===== config.mk =====
export PLATFORM = sky130hd
export DESIGN_NAME = multichannel_led_pattern_generator
export DESIGN_NICKNAME = d
export VERILOG_FILES = /design/src/rtl/lpg_pkg.sv /design/src/rtl/lpg_chan_mem.sv /design/src/rtl/lpg_update.sv /design/src/rtl/multichannel_led_pattern_generator.sv
export VERILOG_INCLUDE_DIRS = /design/src /design/src/rtl
export SDC_FILE = /design/constraint.sdc
export NUM_CORES = 1
export LEC_CHECK = 0
export BUFFER_PORTS_ARGS = -buffer_cell sky130_fd_sc_hd__buf_2
export CORE_MARGIN = 2
export CORE_UTILIZATION = 51
export CTS_CLUSTER_DIAMETER = 50
export DETAILED_ROUTE_END_ITERATION = 6
export GPL_TIMING_DRIVEN = 0
export HOLD_SLACK_MARGIN = 0.06
export PLACE_DENSITY_LB_ADDON = 0.25
export SLEW_MARGIN = 20
export SYNTH_ARGS = -nofsm -noshare
export SYNTH_HDL_FRONTEND = slang
export SYNTH_SLANG_ARGS = --single-unit

===== constraint.sdc =====
create_clock -name clock -period 5.2 [get_ports clock]
set_clock_uncertainty 0.2 [all_clocks]
set_input_delay 0.26 -clock clock [delete_from_list [all_inputs] [get_ports clock]]
set_output_delay 0.26 -clock clock [all_outputs]
set_load 0.1 [all_outputs]

===== src/rtl/multichannel_led_pattern_generator_defines.svh =====
// ----------------------------------------------------------------------------
// LED pattern generator assertion macros
// Shared concurrent assertion shorthands for the LED pattern generator RTL.
// ----------------------------------------------------------------------------
`ifndef MULTICHANNEL_LED_PATTERN_GENERATOR_DEFINES_SVH
`define MULTICHANNEL_LED_PATTERN_GENERATOR_DEFINES_SVH

// Same-cycle implication: cons must hold whenever ante holds.
`define LPG_ASSERT_IMP(label, clk, rst, ante, cons, msg) \
   label: assert property (@(posedge clk) disable iff (rst) (ante) |-> (cons)) \
      else $error(msg);

// Next-cycle implication: cons must hold in the cycle after ante.
`define LPG_ASSERT_NXT(label, clk, rst, ante, cons, msg) \
   label: assert property (@(posedge clk) disable iff (rst) (ante) |=> (cons)) \
      else $error(msg);

`endif


===== src/rtl/lpg_pkg.sv =====
// ----------------------------------------------------------------------------
// LED pattern generator package
// Beat types, command codes, per-channel entry layout and control states.
// ----------------------------------------------------------------------------
`default_nettype none

package lpg_pkg;

   // Request mode codes
   localparam logic [2:0] REQ_TICK  = 3'd0;
   localparam logic [2:0] REQ_OFF   = 3'd1;
   localparam logic [2:0] REQ_ON    = 3'd2;
   localparam logic [2:0] REQ_BLINK = 3'd3;
   localparam logic [2:0] REQ_PULSE = 3'd4;
   localparam logic [2:0] REQ_TRAIN = 3'd5;

   // CSR map
   localparam logic [2:0] CSR_ADDR_CIN = 3'd0;
   localparam logic [3:0] CIN_RESET    = 4'd8;

   typedef enum logic [2:0] {
      CM_OFF   = 3'd0,
      CM_ON    = 3'd1,
      CM_BLINK = 3'd2,
      CM_PULSE = 3'd3,
      CM_TRAIN = 3'd4
   } lpg_chan_mode_type;

   typedef enum logic [1:0] {
      ST_IDLE,
      ST_CMD,
      ST_TICK
   } lpg_state_type;

   typedef struct packed {
      logic [2:0]  mode;
      logic [2:0]  channel;
      logic [15:0] period;
      logic [7:0]  high_count;
      logic [7:0]  low_count;
   } lpg_req_type;

   typedef struct packed {
      logic [7:0] led_levels;
      logic       accepted;
   } lpg_rsp_type;

   // One channel's stored pattern state; all zero means off.
   typedef struct packed {
      lpg_chan_mode_type mode;
      logic [15:0]       period;
      logic [8:0]        high;
      logic [7:0]        low;
      logic [15:0]       phase;
      logic [15:0]       prescale;
   } lpg_entry_type;

endpackage

`default_nettype wire


===== src/rtl/lpg_chan_mem.sv =====
// ----------------------------------------------------------------------------
// LED pattern generator channel memory
// One-read one-write channel state store, registered read, per-entry valid.
// ----------------------------------------------------------------------------
`default_nettype none

module lpg_chan_mem #(
   parameter int DEPTH  = 8,
   parameter int ADDR_W = 3
) (
   input  wire logic                  clock,
   input  wire logic                  reset,
   input  wire logic                  rd_en,
   input  wire logic [ADDR_W-1:0]     rd_addr,
   output lpg_pkg::lpg_entry_type     rd_data,
   input  wire logic                  wr_en,
   input  wire logic [ADDR_W-1:0]     wr_addr,
   input  wire lpg_pkg::lpg_entry_type wr_data
);

   lpg_pkg::lpg_entry_type chan_mem_ff [DEPTH];
   lpg_pkg::lpg_entry_type rdata_ff;
   logic                   rvld_ff;
   logic [DEPTH-1:0]       valid_ff;

   always_ff @(posedge clock) begin
      if (wr_en) begin
         chan_mem_ff[wr_addr] <= wr_data;
      end
   end

   always_ff @(posedge clock) begin
      if (rd_en) begin
         rdata_ff <= chan_mem_ff[rd_addr];
      end
   end

   always_ff @(posedge clock) begin
      if (reset) begin
         valid_ff <= '0;
         rvld_ff  <= 1'b0;
      end else begin
         if (wr_en) begin
            valid_ff[wr_addr] <= 1'b1;
         end
         if (rd_en) begin
            rvld_ff <= valid_ff[rd_addr];
         end
      end
   end

   // never-written entry reads as reset state (off, all zero)
   assign rd_data = rvld_ff ? rdata_ff : '0;

endmodule

`default_nettype wire


===== src/rtl/lpg_update.sv =====
// ----------------------------------------------------------------------------
// LED pattern generator entry update
// Next channel state and LED level for a command or for one tick step.
// ----------------------------------------------------------------------------
`default_nettype none

module lpg_update (
   input  wire lpg_pkg::lpg_req_type   cmd,
   input  wire lpg_pkg::lpg_entry_type ent_cur,
   input  wire logic                   led_cur,
   output lpg_pkg::lpg_entry_type      ent_nxt,
   output logic                        led_nxt
);

   logic [16:0] presc_sum;
   logic [16:0] phase_sum;
   logic [9:0]  span;

   always_comb begin
      ent_nxt   = ent_cur;
      led_nxt   = led_cur;
      presc_sum = {1'b0, ent_cur.prescale} + 17'd1;
      phase_sum = {1'b0, ent_cur.phase} + 17'd1;
      span      = {1'b0, ent_cur.high} + {2'b00, ent_cur.low};
      case (cmd.mode)
         lpg_pkg::REQ_TICK: begin
            if (ent_cur.mode inside {lpg_pkg::CM_BLINK, lpg_pkg::CM_PULSE,
                                     lpg_pkg::CM_TRAIN}) begin
               if (presc_sum >= {1'b0, ent_cur.period}) begin
                  ent_nxt.prescale = '0;
                  case (ent_cur.mode)
                     lpg_pkg::CM_BLINK: begin
                        ent_nxt.phase = phase_sum[15:0];
                        if (phase_sum == 17'(ent_cur.low)) begin
                           led_nxt = 1'b1;
                        end else if (phase_sum == 17'(span)) begin
                           led_nxt       = 1'b0;
                           ent_nxt.phase = '0;
                        end
                     end
                     lpg_pkg::CM_PULSE: begin
                        led_nxt      = 1'b0;
                        ent_nxt.mode = lpg_pkg::CM_OFF;
                     end
                     lpg_pkg::CM_TRAIN: begin
                        ent_nxt.phase = phase_sum[15:0];
                        if (phase_sum <= 17'(ent_cur.high)) begin
                           led_nxt = phase_sum[0];
                        end else if (phase_sum == 17'(span)) begin
                           led_nxt       = 1'b0;
                           ent_nxt.phase = '0;
                        end
                     end
                     default: begin
                     end
                  endcase
               end else begin
                  ent_nxt.prescale = presc_sum[15:0];
               end
            end
         end
         lpg_pkg::REQ_OFF: begin
            if (ent_cur.mode != lpg_pkg::CM_OFF) begin
               ent_nxt.mode = lpg_pkg::CM_OFF;
               led_nxt      = 1'b0;
            end
         end
         lpg_pkg::REQ_ON: begin
            if (ent_cur.mode != lpg_pkg::CM_ON) begin
               ent_nxt.mode = lpg_pkg::CM_ON;
               led_nxt      = 1'b1;
            end
         end
         lpg_pkg::REQ_BLINK: begin
            ent_nxt.mode     = lpg_pkg::CM_BLINK;
            ent_nxt.period   = cmd.period;
            ent_nxt.high     = {1'b0, cmd.high_count};
            ent_nxt.low      = cmd.low_count;
            ent_nxt.phase    = '0;
            ent_nxt.prescale = '0;
         end
         lpg_pkg::REQ_TRAIN: begin
            // two phases per pulse
            ent_nxt.mode     = lpg_pkg::CM_TRAIN;
            ent_nxt.period   = cmd.period;
            ent_nxt.high     = {cmd.high_count, 1'b0};
            ent_nxt.low      = cmd.low_count;
            ent_nxt.phase    = '0;
            ent_nxt.prescale = '0;
         end
         lpg_pkg::REQ_PULSE: begin
            ent_nxt.mode     = lpg_pkg::CM_PULSE;
            ent_nxt.period   = cmd.period;
            ent_nxt.phase    = '0;
            ent_nxt.prescale = '0;
            led_nxt          = 1'b1;
         end
         default: begin
         end
      endcase
   end

endmodule

`default_nettype wire


===== src/rtl/multichannel_led_pattern_generator.sv =====
// Response: registered in ST_CMD for a command beat, and with the last entry's
//   write-back in ST_TICK for a tick beat.
// Throughput: one beat at a time; a new beat is taken only back in ST_IDLE,
//   and a tick walks the memory one entry per cycle.
// Reset: synchronous, active high; all channels come up off with LEDs dark
//   at once through per-entry valid bits, so there is no clearing pass.
// ----------------------------------------------------------------------------
// Multichannel LED pattern generator
// Per-channel off/on/blink/pulse/train engine driven by commands and ticks,
// with channel state held in a synchronous memory and an APB-style CSR.
// ----------------------------------------------------------------------------
`default_nettype none

`include "multichannel_led_pattern_generator_defines.svh"

module multichannel_led_pattern_generator #(
   parameter int NUM_CHANNELS = 8
) (
   input  wire logic         clock,
   input  wire logic         reset,
   // request channel
   input  wire logic         req_valid,
   output logic              req_ready,
   input  wire lpg_pkg::lpg_req_type req_data,
   // response channel
   output logic              rsp_valid,
   input  wire logic         rsp_ready,
   output lpg_pkg::lpg_rsp_type rsp_data,
   // CSR port
   input  wire logic         csr_psel,
   input  wire logic         csr_penable,
   input  wire logic         csr_pwrite,
   input  wire logic [2:0]   csr_paddr,
   input  wire logic [31:0]  csr_pwdata,
   output logic [31:0]       csr_prdata,
   output logic              csr_pready
);

   // entry index, walk counter (must hold NUM_CHANNELS), LED vector widths
   localparam int IDX_W = (NUM_CHANNELS > 1) ? $clog2(NUM_CHANNELS) : 1;
   localparam int CNT_W = $clog2(NUM_CHANNELS + 1);
   localparam int LED_W = (NUM_CHANNELS > 8) ? NUM_CHANNELS : 8;

   lpg_pkg::lpg_state_type state_ff, state_in;
   lpg_pkg::lpg_req_type   cmd_ff, cmd_in;
   logic                   acc_ff, acc_in;
   logic [CNT_W-1:0]       cnt_ff, cnt_in;
   logic [IDX_W-1:0]       rd_idx_ff, rd_idx_in;
   logic                   rd_pend_ff, rd_pend_in;
   logic [LED_W-1:0]       led_ff, led_in;
   logic                   rsp_vld_ff, rsp_vld_in;
   lpg_pkg::lpg_rsp_type   rsp_ff, rsp_in;
   logic [3:0]             cin_ff, cin_in;

   logic                   mem_rd_en;
   logic [IDX_W-1:0]       mem_rd_addr;
   lpg_pkg::lpg_entry_type mem_rd_data;
   logic                   mem_wr_en;
   logic [IDX_W-1:0]       mem_wr_addr;
   lpg_pkg::lpg_entry_type upd_entry;
   logic                   upd_led;

   logic                   csr_wr_cin;
   logic                   chan_ok;
   logic                   args_ok;
   logic                   req_acc;

   // ---------------------------------------------------------------- CSR
   assign csr_pready = 1'b1;
   // word decode: low byte-address bits are ignored
   assign csr_wr_cin = csr_psel && csr_penable && csr_pwrite &&
                       ({csr_paddr[2], 2'b00} == lpg_pkg::CSR_ADDR_CIN);
   assign cin_in     = csr_wr_cin ? csr_pwdata[3:0] : cin_ff;
   assign csr_prdata = ({csr_paddr[2], 2'b00} == lpg_pkg::CSR_ADDR_CIN) ?
                       {28'd0, cin_ff} : 32'd0;

   // -------------------------------------------------- command qualification
   // Channel must be below channels_in_use and exist in this build.
   assign chan_ok = ({1'b0, req_data.channel} < cin_ff) &&
                    (32'(req_data.channel) < NUM_CHANNELS);

   always_comb begin
      case (req_data.mode)
         lpg_pkg::REQ_OFF, lpg_pkg::REQ_ON: begin
            args_ok = 1'b1;
         end
         lpg_pkg::REQ_BLINK, lpg_pkg::REQ_TRAIN: begin
            args_ok = (req_data.period != 16'd0) && (req_data.high_count != 8'd0) &&
                      (req_data.low_count != 8'd0);
         end
         lpg_pkg::REQ_PULSE: begin
            args_ok = (req_data.period != 16'd0);
         end
         default: begin
            args_ok = 1'b0;   // unused modes are dropped
         end
      endcase
   end

   assign req_acc = (req_data.mode == lpg_pkg::REQ_TICK) || (chan_ok && args_ok);

   // ------------------------------------------------------- state memory
   lpg_chan_mem #(
      .DEPTH  (NUM_CHANNELS),
      .ADDR_W (IDX_W)
   ) u_chan_mem (
      .clock   (clock),
      .reset   (reset),
      .rd_en   (mem_rd_en),
      .rd_addr (mem_rd_addr),
      .rd_data (mem_rd_data),
      .wr_en   (mem_wr_en),
      .wr_addr (mem_wr_addr),
      .wr_data (upd_entry)
   );

   // Update logic sees the entry read in the previous cycle. During a tick
   // walk cmd_ff holds the tick, so the same unit does both jobs.
   lpg_update u_update (
      .cmd     (cmd_ff),
      .ent_cur (mem_rd_data),
      .led_cur (led_ff[rd_idx_ff]),
      .ent_nxt (upd_entry),
      .led_nxt (upd_led)
   );

   // ------------------------------------------------------- control FSM
   always_ff @(posedge clock) begin
      if (reset) begin
         state_ff   <= lpg_pkg::ST_IDLE;
         cnt_ff     <= '0;
         rd_pend_ff <= 1'b0;
         led_ff     <= '0;
         rsp_vld_ff <= 1'b0;
         cin_ff     <= lpg_pkg::CIN_RESET;
      end else begin
         state_ff   <= state_in;
         cnt_ff     <= cnt_in;
         rd_pend_ff <= rd_pend_in;
         led_ff     <= led_in;
         rsp_vld_ff <= rsp_vld_in;
         cin_ff     <= cin_in;
      end
   end

   // payload registers, no reset
   always_ff @(posedge clock) begin
      cmd_ff    <= cmd_in;
      acc_ff    <= acc_in;
      rd_idx_ff <= rd_idx_in;
      rsp_ff    <= rsp_in;
   end

   always_comb begin
      state_in    = state_ff;
      cmd_in      = cmd_ff;
      acc_in      = acc_ff;
      cnt_in      = cnt_ff;
      rd_idx_in   = rd_idx_ff;
      rd_pend_in  = 1'b0;
      led_in      = led_ff;
      rsp_vld_in  = rsp_vld_ff && !rsp_ready;
      rsp_in      = rsp_ff;
      req_ready   = 1'b0;
      mem_rd_en   = 1'b0;
      mem_rd_addr = '0;
      mem_wr_en   = 1'b0;
      mem_wr_addr = rd_idx_ff;
      case (state_ff)
         lpg_pkg::ST_IDLE: begin
            // take a beat once the response slot is free or draining
            req_ready = !rsp_vld_ff || rsp_ready;
            if (req_valid && req_ready) begin
               cmd_in    = req_data;
               acc_in    = req_acc;
               mem_rd_en = 1'b1;
               if (req_data.mode == lpg_pkg::REQ_TICK) begin
                  // start the walk at entry 0
                  mem_rd_addr = '0;
                  rd_idx_in   = '0;
                  rd_pend_in  = 1'b1;
                  cnt_in      = CNT_W'(1);
                  state_in    = lpg_pkg::ST_TICK;
               end else begin
                  // rejected commands read a harmless in-range entry
                  mem_rd_addr = chan_ok ? IDX_W'(req_data.channel) : '0;
                  rd_idx_in   = mem_rd_addr;
                  state_in    = lpg_pkg::ST_CMD;
               end
            end
         end
         lpg_pkg::ST_CMD: begin
            if (acc_ff) begin
               mem_wr_en         = 1'b1;
               led_in[rd_idx_ff] = upd_led;
            end
            rsp_vld_in         = 1'b1;
            rsp_in.led_levels  = led_in[7:0];
            rsp_in.accepted    = acc_ff;
            state_in           = lpg_pkg::ST_IDLE;
         end
         lpg_pkg::ST_TICK: begin
            // read next entry while the previous one is written back
            if (cnt_ff < CNT_W'(NUM_CHANNELS)) begin
               mem_rd_en   = 1'b1;
               mem_rd_addr = cnt_ff[IDX_W-1:0];
               rd_idx_in   = cnt_ff[IDX_W-1:0];
               rd_pend_in  = 1'b1;
               cnt_in      = cnt_ff + CNT_W'(1);
            end
            if (rd_pend_ff) begin
               mem_wr_en         = 1'b1;
               led_in[rd_idx_ff] = upd_led;
               if (rd_idx_ff == IDX_W'(NUM_CHANNELS - 1)) begin
                  rsp_vld_in        = 1'b1;
                  rsp_in.led_levels = led_in[7:0];
                  rsp_in.accepted   = 1'b1;
                  state_in          = lpg_pkg::ST_IDLE;
               end
            end
         end
         default: begin
            state_in = lpg_pkg::ST_IDLE;
         end
      endcase
   end

   assign rsp_valid = rsp_vld_ff;
   assign rsp_data  = rsp_ff;

   // ------------------------------------------------------- assertions
   `LPG_ASSERT_IMP(a_busy_rsp_empty, clock, reset,
      state_ff != lpg_pkg::ST_IDLE, !rsp_vld_ff,
      "response slot occupied while an item is in work")

   `LPG_ASSERT_IMP(a_no_rw_same_entry, clock, reset,
      mem_wr_en && mem_rd_en, mem_wr_addr != mem_rd_addr,
      "read and write-back hit the same channel entry")

   `LPG_ASSERT_IMP(a_write_in_work, clock, reset, mem_wr_en,
      (state_ff == lpg_pkg::ST_CMD) || (state_ff == lpg_pkg::ST_TICK && rd_pend_ff),
      "channel memory written outside command or tick write-back")

   `LPG_ASSERT_NXT(a_tick_done_accepted, clock, reset,
      state_ff == lpg_pkg::ST_TICK && state_in == lpg_pkg::ST_IDLE,
      rsp_vld_ff && rsp_ff.accepted,
      "tick walk ended without an accepted response")

endmodule

`default_nettype wire


# == Yosys cells after proc, flatten, opt, wreduce, memory -nomap -nowiden ==
# Memory sizes are Yosys's and may differ from the RTL's. A register that Yosys moved wholly into a read port is not among the register bits.
# Index checks and enable logic that the tools add are counted.
# word_totals
reg_bits,77
mem_bits_rw,544
in_bits,80
elab_cells,159
mem_count,1
# classes
addsub,4
magnitude_cmp,7
eq_ne,24
muxes,73
bitwise_logic,2
n_reduce_logical,32
# memory_table
name,depth,width,rd,rd_ports_with_merged_regs,wr,line_no,source
u_chan_mem.chan_mem_ff,8,68,1,1,1,lpg_chan_mem.sv:21,lpg_pkg::lpg_entry_type chan_mem_ff [DEPTH];
# ops
operator,count
$mux 16,6
$mux 68,1
$pmux 32 s2,1
$add 16x1->17 const B,2
$pmux 17 s2,1
$mux 3,11
$mux 32,1
$pmux 16 s2,1
$mux 1,21
$eq 3x2->1 const B,6
$eq 3x3->1 const B,6
$mux 9,2
$pmux 3 s6,1
$pmux 9 s2,1
$eq 17x10->1,1
$eq 17x8->1,1
$ge 17x16->1,1
$le 17x9->1,1
$mux 4,4
$mux 8,2
$pmux 8 s2,1
$reduce_bool 16->1,1
$reduce_bool 8->1,2
$pmux 3 s2,2
34 further kinds,65

# == Logic depth before layout (Yosys ltp) ==
# depth
ltp_word,13
ltp_mapped,27
mapped_depth_nobuf,18

# == Cells and area by module ==
# From an unflattened synthesis, not the netlist that was laid out.
# unflattened
cells_unflattened,1749
hier_area_um2,30108.9
# modules_own_cells
module,instances,cells_per_inst,area_each_um2,seq_area_each_um2
lpg_chan_mem,1,970,23301.1,18557.8
lpg_update,1,497,3519.6,0.0
multichannel_led_pattern_generator,1,282,3288.2,1931.9

# == Least setup slack after synthesis ==
# OpenSTA, ideal clock, no wires.
# synth_timing
kind,reg2reg
start,register u_chan_mem.rvld_ff
end,"memory u_chan_mem.chan_mem_ff[0][0] in the netlist's numbering, data pin"
setup_time_ps,224
t_arrival_ps,5086
required_time_ps,4776
setup_slack_ps,-310
stages_incl_launch_ff,28
path_cell_list,dfxtp_1 > buf_4 > buf_4 > buf_6 > buf_6 > clkbuf_1 > clkbuf_1 > clkbuf_1 > and2_1 > ha_1 > nand4_1 > nor2_1 > nand3_1 > xor2_1 > nor2_1 > ha_1 > a21o_1 > a21o_1 > a21oi_1 > nor2b_1 > a311oi_1 > nand2_1 > buf_2 > a21o_1 > nor2_1 > clkbuf_1 > nor2_1 > a21oi_1
# synth_rtl
item,line_no,source
from (decl),lpg_chan_mem.sv:23,logic rvld_ff;
from (signal assigned),lpg_chan_mem.sv:47,rvld_ff <= valid_ff[rd_addr];
to (decl),lpg_chan_mem.sv:21,

==> out/summary.txt <==
CTS tree -> done
register area -> 0.0204 sq mm
Sw Share -> 0.256
Total Wirelength -> 84.2 mm
leading area contributor after synthesis -> edfxtp_1
Vert. Die Dim -> 247 microns
final period utilization -> 0.973
Arr. time, crit path -> 5150 ps
Worst-path clk slew -> 60 ps
H-tree depth -> 3
Setup violations, final -> 0
fillers -> 4528
sequential share of power -> 0.498
GR met2 Demand/Resource -> 0.465
site row count -> 89
clock power share -> 0.376
Congestion Overflow GR -> 0
Crit. End Element -> flop
PD cells -> 359 mW/mm^2
Die ar. -> 0.0611 sq mm
CP endpoint -> u_chan_mem.chan_mem_ff[1][30]$_DFFE_PP_
R2R cell count -> 23
largest net degree at the start of global routing -> 40
post-route minimum period -> 5060 ps
vias in the first global route -> 21.2k
CP Data Required Time -> 5300 ps
Core Area -> 0.0588 sq mm
Die Wd -> 247 microns
TritonCTS Buffers -> 69
vias -> 21.6k
Mapped Avg Cell Area -> 12.2 sq um
Yosys warnings -> 0
Final Instance Area -> 0.0355 sq mm
worst relative slew slack -> 0.205
Nets -> 2865
detailed placement HPWL -> 55.2 mm
initial antenna violation count -> 0
first-pass GRT wire length -> 127 mm
Comb pwr share -> 0.126
static leakage -> 12.8 nW
area grow syn2layout -> 17.8%
CP Class -> flop to flop
Min-Delay Path Class -> primary input to flop
Worst-Margin Slew -> 1190 ps
Mapped Cells -> 2478
DR pass1 iterations -> 6
maximum VDD drop -> 322 uV
met3 usage -> 0.0341
M1 GR Usage -> 0.372
Max Cap Viol -> 0
RePlAce Congestion -> 0.896
EDFF count, synth -> 660
Root Driver -> clkbuf_16
top cell type's share of synthesized area -> 0.657
Fin. Hold Viols -> 0
Fin Hold WS -> 173 ps
Slew Viols, Final -> 0
fmax -> 0.198 GHz
# diodes -> 0
Post-Place Cell Area -> 0.0324 sq mm
TritonCTS Sinks -> 689
Int Power -> 9.49 mW
layout cell share with drive strength beyond 1 -> 0.151
Netlist Area Pre-Place -> 0.0302 sq mm
largest cells by area after synthesis -> edfxtp_1 66%, nand2_1 8.3%, nand3_1 2.7%, a311oi_1 2.1%, a31o_2 2.0%
crit path from -> u_chan_mem.rvld_ff$_SDFFE_PP0P_
total power -> 12.7 mW
Global Route Usage Sum -> 0.278
most frequent cell after synthesis -> nand2_1
initial DRC count -> 2650
FFs w/ async S/R, synth -> 0
most frequent cells after synthesis -> 669 x nand2_1, 660 x edfxtp_1, 165 x nand3_1
Initial Utilization -> 0.513
Yosys reg bits -> 689
vias per inst -> 6.03
Reg2Reg Capture Point -> u_chan_mem.chan_mem_ff[1][30]$_DFFE_PP_
# DRC -> 0
Multi-input gate area -> 0.00920 sq mm
register area share after synthesis -> 0.676
outcome -> finished, final reports clean
Routed WL per cell -> 23.6 microns
# IOs -> 124
register-to-register setup slack -> 140 ps
Reg2Reg Launch Point -> u_chan_mem.rvld_ff$_SDFFE_PP0P_
CP Launch Type -> flop
sw power -> 3.26 mW
CTS Buffer Depth -> 3
Routed Antenna Nets -> 0
Cell variety after synth -> 78
critical-path maximum fanout -> 8
prevailing post-synth register cell -> edfxtp_1
Clk Latency, worst-skew pair -> 610 ps
GR peak layer -> met2
PortBufs -> 64
-- critical path: stages, from the launching register on --
cell,delay (ps)
dfxtp_2,320
buf_6,100
buf_8,100
buf_8,100
buf_12,120
clkbuf_16,150
clkbuf_16,120
and2_1,130
ha_2,190
nand4_1,110
buf_6,160
buf_4,130
or3_1,350
a21oi_2,220
ha_1,280
a21o_1,160
a211o_1,300
o21ai_2,280
nand2_4,140
o311a_4,150
a41oi_4,300
buf_6,180
a21oi_1,40
o31a_1,410
-- repair_timing --
action                                 in CTS  in global routing
endpoints found under the hold margin      63                  0
cloned                                      1                  0
pin swaps                                   8                  8
hold buffers                               50                  0
setup buffers                              21                  7
gates resized for setup                    69                 17
setup endpoints to repair                 357                289
-- worst min-delay path by stage --
stage / cells past startpoint / end / from
floorplan: 0 / cmd_ff[0]$_DFFE_PP_ / req_data[0]
global placement: 1 / u_chan_mem.valid_ff[4]$_SDFFE_PP0P_ / u_chan_mem.valid_ff[4]$_SDFFE_PP0P_
detailed placement: 1 / u_chan_mem.valid_ff[0]$_SDFFE_PP0P_ / u_chan_mem.valid_ff[0]$_SDFFE_PP0P_
CTS: 2 / cmd_ff[16]$_DFFE_PP_ / req_data[16]
global route: 2 / cmd_ff[24]$_DFFE_PP_ / req_data[24]
finish: 2 / cmd_ff[27]$_DFFE_PP_ / req_data[27]
-- state kept, by name, indices dropped and copies added, names as in the netlist --
name                    cells
cmd_ff                     35
cin_ff                      4
cnt_ff                      4
mem_wr_addr                 3
rsp_valid                   1
acc_ff                      1
u_chan_mem.rdata_ff        68
rsp_data                    9
u_chan_mem.chan_mem_ff    544
state_ff                    2
u_chan_mem.rvld_ff          1
led_ff                      8
u_chan_mem.valid_ff         8
rd_pend_ff                  1
-- metal layers --
| metal | vias up | wire [microns] | part of all wire |
|---|---|---|---|
| met5 | - | 0 | 0 |
| met4 | 0 | 2940 | 0.035 |
| met3 | 216 | 7360 | 0.087 |
| met2 | 1203 | 40700 | 0.48 |
| met1 | 10514 | 33200 | 0.39 |
| li1 | 9619 | - | - |
-- power groups by stage --
stage          clock network [mW]  logic (mW)  registers (mW)
2_1_floorplan                   0       0.967            6.46
3_3_place_gp                    0        1.42            6.47
3_5_place_dp                    0        1.47            6.46
4_1_cts                      4.82        1.58            6.34
5_1_grt                      5.05        1.73            6.35
6_report                     4.79        1.61            6.35
-- stage by stage --
stage	setup TNS, ps	setup WS, ps	std cells	utilization
after floorplan	0	0.690	2505	-
after global placement	-1877020	-2520	3342	0.537
after detailed placement	-572840	-2170	3374	0.551
after CTS	0	31.5	3570	0.604
after global routing	-27.9	-7.02	3572	0.605
final	0	142	3572	0.605
-- layout make-up --
cell class / instances / area share
flip-flops and latches: 689 / 0.574
inverters: 27 / 0.00285
multi-input cells: 1605 / 0.259
plain buffers: 178 / 0.0262
clock buffers: 89 / 0.0525
clock inverters: 36 / 0.00785
well taps: 773 / 0.0272
repair buffers: 175 / 0.0505
-- layout by cell type (no fill, tap or decap), types with 13 or more instances in the layout --
cell / count
a21o_1: 13
a21oi_1: 31
a22o_1: 14
a311oi_1: 70
a31o_2: 69
and2_1: 17
and3_1: 78
buf_12: 13
buf_16: 17
buf_2: 70
buf_4: 58
clkbuf_1: 136
clkbuf_16: 74
clkinv_1: 16
conb_1: 29
dfxtp_1: 28
dlygate4sd3_1: 50
edfxtp_1: 660
ha_1: 38
inv_1: 26
mux2_2: 15
nand2_1: 668
nand3_1: 164
nor2_1: 81
o21ai_0: 52
xnor2_1: 22
xor2_1: 18
-- cells by family after synthesis --
family          after synthesis  synth area share
mux                          24           0.00858
flops                       689             0.676
compound gates              358            0.0900
simple gates               1107             0.162
xor+xnor                     47            0.0151
fa+ha+maj                    40            0.0166
other cells                   2          0.000249
buf+inv                     211            0.0317
No activity file was read; power rests on OpenSTA's default activity.
